File: src/rtl/ore_pkg.sv
package ore_pkg;

	localparam logic [6:0] CH_SPACE = 7'h20;
	localparam logic [6:0] CH_UI    = 7'h49;
	localparam logic [6:0] CH_UV    = 7'h56;
	localparam logic [6:0] CH_UX    = 7'h58;
	localparam logic [6:0] CH_UL    = 7'h4C;
	localparam logic [6:0] CH_UC    = 7'h43;
	localparam logic [6:0] CH_UD    = 7'h44;
	localparam logic [6:0] CH_UM    = 7'h4D;
	localparam logic [6:0] CH_LI    = 7'h69;
	localparam logic [6:0] CH_LV    = 7'h76;
	localparam logic [6:0] CH_LX    = 7'h78;
	localparam logic [6:0] CH_LL    = 7'h6C;
	localparam logic [6:0] CH_LC    = 7'h63;
	localparam logic [6:0] CH_LD    = 7'h64;
	localparam logic [6:0] CH_LM    = 7'h6D;

	// slot 0: repeat letter, 1: unit, 2: five, 3: ten
	typedef struct packed {
		logic [2:0]      cnt;
		logic [3:0][1:0] slots;
	} pat_t;

	typedef struct packed {
		logic [2:0] cnt;
		logic [6:0] ch;
		logic       bar;
	} col_info_t;

	function automatic pat_t digit_pattern(input logic [3:0] d, input logic clock);
		pat_t p;
		p.cnt   = 3'd0;
		p.slots = '0;
		unique case (d)
			4'd1: p.cnt = 3'd1;
			4'd2: p.cnt = 3'd2;
			4'd3: p.cnt = 3'd3;
			4'd4: begin
				if (clock) begin
					p.cnt = 3'd4;
				end else begin
					p.cnt   = 3'd2;
					p.slots = {2'd0, 2'd0, 2'd2, 2'd1};
				end
			end
			4'd5: begin
				p.cnt   = 3'd1;
				p.slots = {2'd0, 2'd0, 2'd0, 2'd2};
			end
			4'd6: begin
				p.cnt   = 3'd2;
				p.slots = {2'd0, 2'd0, 2'd1, 2'd2};
			end
			4'd7: begin
				p.cnt   = 3'd3;
				p.slots = {2'd0, 2'd1, 2'd1, 2'd2};
			end
			4'd8: begin
				p.cnt   = 3'd4;
				p.slots = {2'd1, 2'd1, 2'd1, 2'd2};
			end
			4'd9: begin
				p.cnt   = 3'd2;
				p.slots = {2'd0, 2'd0, 2'd3, 2'd1};
			end
			default: p.cnt = 3'd0;
		endcase
		return p;
	endfunction

	function automatic logic [6:0] place_letter(input logic [3:0] p, input logic [1:0] s);
		logic [3:0][6:0] row;
		unique case (p)
			4'd0: row = {CH_UX, CH_UV, CH_UI, CH_UI};
			4'd1: row = {CH_UC, CH_UL, CH_UX, CH_UX};
			4'd2: row = {CH_UM, CH_UD, CH_UC, CH_UC};
			4'd3: row = {CH_UX, CH_UV, CH_UI, CH_UM};
			4'd4: row = {CH_UC, CH_UL, CH_UX, CH_UX};
			4'd5: row = {CH_UM, CH_UD, CH_UC, CH_UC};
			4'd6: row = {CH_LX, CH_LV, CH_LI, CH_UM};
			4'd7: row = {CH_LC, CH_LL, CH_LX, CH_LX};
			4'd8: row = {CH_LM, CH_LD, CH_LC, CH_LC};
			4'd9: row = {CH_LX, CH_LV, CH_LI, CH_LM};
			default: row = '0;
		endcase
		return row[s];
	endfunction

	function automatic logic place_bar(input logic [3:0] p, input logic [1:0] s);
		logic [3:0] row;
		unique case (p)
			4'd3, 4'd9: row = 4'b1110;
			4'd4, 4'd5: row = 4'b1111;
			4'd6:       row = 4'b0001;
			default:    row = 4'b0000;
		endcase
		return row[s];
	endfunction

endpackage

File: src/rtl/ore_col_lut.sv
module ore_col_lut (
	input  logic                  clock,
	input  logic [3:0]            digit,
	input  logic [3:0]            place,
	input  logic [1:0]            col,
	output ore_pkg::col_info_t    info
);
	import ore_pkg::*;

	pat_t       pat;
	logic [1:0] slot;

	always_comb begin
		pat      = digit_pattern(digit, clock);
		slot     = pat.slots[col];
		info.cnt = pat.cnt;
		info.ch  = place_letter(place, slot);
		info.bar = place_bar(place, slot);
	end

endmodule

File: config.mk
export PLATFORM = sky130hd
export DESIGN_NAME = ore_col_lut
export DESIGN_NICKNAME = d
export VERILOG_FILES = /design/src/rtl/ore_pkg.sv /design/src/rtl/ore_col_lut.sv
export SDC_FILE = /design/constraint.sdc
export NUM_CORES = 1
export LEC_CHECK = 0
export ABC_AREA = 0
export CAP_MARGIN = 20
export CORE_AREA = 4 4 41 43
export DETAILED_ROUTE_END_ITERATION = 12
export DIE_AREA = 0 0 45 47
export DONT_BUFFER_PORTS = 1
export PLACE_DENSITY_LB_ADDON = 0.3
export REMOVE_ABC_BUFFERS = 1
export SLEW_MARGIN = 0
export SYNTH_ARGS = -nofsm -noshare
export SYNTH_HDL_FRONTEND = slang
export SYNTH_SLANG_ARGS = --single-unit
File: constraint.sdc
create_clock -name vclk -period 2.5
set_input_delay 0 -clock vclk [all_inputs]
set_output_delay 0 -clock vclk [all_outputs]
set_load 0.02 [all_outputs]
* Word-level counts from Yosys, hierarchy flattened
Memories as Yosys holds them, arrays and structs flattened.
Cells that the tools add are included.
** Word-level totals
- Bits in registers :: 0
- Bits in read-only memories :: 416
- Bits of input ports :: 11
- Output and inout port bits :: 11
- Logic and storage cells :: 33
- Memories kept :: 1
** Cells by class
- Magnitude comparators :: 2
- Eq/ne operators :: 14
- Mux-type cells :: 11
- Reduce and logical (&&, ||, !) cells :: 5
** Memory list
- (name not given) :: words 16, bits a word 26, rd ports 1, clocked after Yosys merged registers in 0, write ports 0, line ore_pkg.sv:74 : unique case (p)
** Operators by type and width (count)
- $pmux 7 s6 :: 1
- $eq 4x3->1 const B :: 7
- $pmux 3 s5 :: 1
- $bmux 7 s2 :: 1
- $eq 4x2->1 const B :: 3
- $eq 4x4->1 const B :: 3
- $pmux 4 s3 :: 1
- $reduce_or 2->1 :: 4
- $mux 7 :: 1
- $lt 2x3->1 const B :: 2
- $bmux 2 s2 :: 1
- $eq 4x1->1 const B :: 1
- $mux 4 :: 1
- $mux 3 :: 1
- $reduce_or 3->1 :: 1
- $bmux 1 s2 :: 1
- $mux 2 :: 1
- $mux 1 :: 1

* Logic depth before layout (Yosys ltp)
- Word-level depth :: 6
- Gate-level depth with buffers :: 7
- Depth with buffers taken out :: 7

* Worst setup path after synthesis
Ideal clock, no wire load.
- Path type :: input -> output
- Start point :: in digit[0]
- End point :: out info[2] (netlist name)
- Data arrival time :: 1490 ps
- Data required time :: 2500 ps
- Path slack :: 1010 ps
- Stages on the path :: 6
- Path buffers :: 1
- Cells stage by stage :: buf_6 -> nor4_2 -> o21ai_1 -> a32oi_2 -> mux2_2 -> a21oi_1
** RTL lines
- start, declared :: line ore_col_lut.sv:3 : input logic [3:0] digit,
- end, declared :: line ore_col_lut.sv:6 : output ore_pkg::col_info_t info

==> impl_metrics.yaml <==
yosys:
  syn_area_um2: 581
  synth_top_area_share_pct: 10.8
  yosysSeqAreaShare_pct: 0
  syn-instance-count: 81
  synth_largest_area_cell: "ha_1"
  yosysMostFrequentCell: "a21oi_1"
  synthTopCellsByArea: "ha_1, nor2b_1, a21oi_1, mux2i_1, o21ai_0"
  yosys_warnings: 0
  synthDistinctLibCells: 39
  synth_commonest_cells: "a21oi_1, nand2_1, nor2b_1, o21ai_0"
  postSynthAreaPerCell_um2: 7.17
placement:
  io_buffer_count: 0
  place_hpwl_um: 1040
  gp_congestion: 0.761
  dpl_cell_area_um2: 579
drt:
  drt_iter0_drc: 11
  wire_per_inst_um: 13.4
  drc_errors: 0
  vias: 549
  drt_wl_total_um: 1250
  drt-pass1-iter-count: 4
  viasPerCell: 5.90
  detail-route-antenna-nets: 0
finish:
  final_net_count: 96
  num_antenna_cells: 0
  final_cell_area_um2: 579
  seq_cell_count: 0
  syn2layout_area_growth_pct: -0.215
  seq_area_um2: 0
  drive_above_1_share_pct: 14.1
  nClkBuffers: 0
floorplanning:
  start_util_pct: 44.6
  dieArea_um2: 2120
  core.rowCount: 13
  coreArea_um2: 1300
  die_h_um: 47
  pin_count: 22
  die_w_um: 45
timing:
  layout_min_cycle_time_ns: 1.50
  setup_viol: 0
  fin_crit_sh_pct: 60.0
  tns_ns: 0
  rsz0062_at_grt: "no"
  worst_pin_slew_ns: 0.735
  slew_headroom_pct: 50.5
  hold_violations: 0
  slew_viol_final: 0
  max_freq_mhz: 667
pwr:
  powerDensity_nw_per_um2: 166
  irDropWorstVdd_mv: 0.0558
  leakage_nw: 0.206
global_routing:
  grt_pass1_vias: 462
  grtUsageTotal_pct: 11.5
  grt_pass1_wl_um: 1970
  antenna_found_initial: 0
  grt-ovfl-total: 0
  grt_max_degree: 17
worst_hold_path:
  hp-class: "in2out"
  hold_depth: 1
setup_path:
  worstPathMaxFanout: 8
  worst-setup-path-type: "in2out"
  worst_ep_required_time_ns: 2.50
  crit_path_start_kind: "input port"
  end_kind: "output port"
  worstPathArrival_ns: 1.50
clock_network:
  post_cts_buffers: 0
  cts-hold-fix-buffers: 0
  cts.repair.resized: 0
run:
  maxCapViolations: 0
status:
  outcome: "completed"
## per-stage QoR
stage / util [%] / power, mW / setup slack (ns) / hold slack, ns / std cells
5_1_grt: 44.5 / 0.105 / 0.906 / 0.0881 / 93
3_5_place_dp: 44.5 / 0.0962 / 1.01 / 0.0862 / 93
6_report: 44.5 / 0.0963 / 1.00 / 0.0854 / 93
4_1_cts: 44.5 / 0.0967 / 0.997 / 0.0869 / 93
2_1_floorplan: - / 0.0856 / 1.12 / 0.0781 / 78
3_3_place_gp: 44.5 / 0.0958 / 1.02 / 0.0885 / 93
## cells by family (layout without fill, tap and decap cells)
kind of cell	Yosys count	in the layout	share of synthesized area, %
muxes	6	6	11.6
and+or+nand+nor	33	33	35.8
AOI/OAI and AO/OA	29	29	35.1
buffers and inverters	8	5	6.68
adders and majority gates	5	5	10.8
## worst paths after layout
check,endpoint,from,slack (ns)
worst max-delay path,info[2],digit[3],1.00
worst min-delay path,info[8],digit[3],0.09
## final cells by class
type               count  area (um^2)
fillers              138          722
inverters              5         18.8
multi-input cells     73          542
well taps             15         18.8
## where the power goes
part	internal [mW]	switching, mW	leakage (nW)
registers	0	0	0
clock network	0	0	0
logic	0.0389	0.0574	0.206
## metal layers
metal | track usage (%) | share of wire, % | vias up
met5 | 0 | 0 | -
li1 | - | - | 294
met4 | 0 | 0 | 0
met2 | 17.8 | 45 | 9
met3 | 0.383 | 3.2 | 0
met1 | 18.4 | 52 | 246
## critical path: stages
cell     delay [ns]
nor3b_2        0.21
nand3_1        0.12
a32oi_2        0.38
mux2_2         0.38
a21oi_1        0.40
## layout by cell type (no fill, tap or decap)
cell type  instances
a21boi_0           1
a21oi_1            7
a31o_2             1
and2b_1            1
mux2i_1            3
nand3b_1           1
o21ai_2            1
a32oi_2            1
and2_2             1
a211oi_1           2
nor4_2             1
inv_1              5
o21a_1             2
or2_0              1
o31ai_1            1
nand2b_1           1
nand3_1            1
a31oi_1            1
o21ai_1            2
o211ai_1           1
a31oi_4            1
nand2_1            6
mux2_2             2
or3b_2             1
and4bb_1           2
o21ai_0            6
nor2_1             5
mux2_4             1
nor3_1             2
nor3b_2            1
or3_1              2
nor3b_1            1
nor2b_1            6
ha_1               5
o22ai_1            1
a22o_1             1
(Power assumes the default switching activity.)
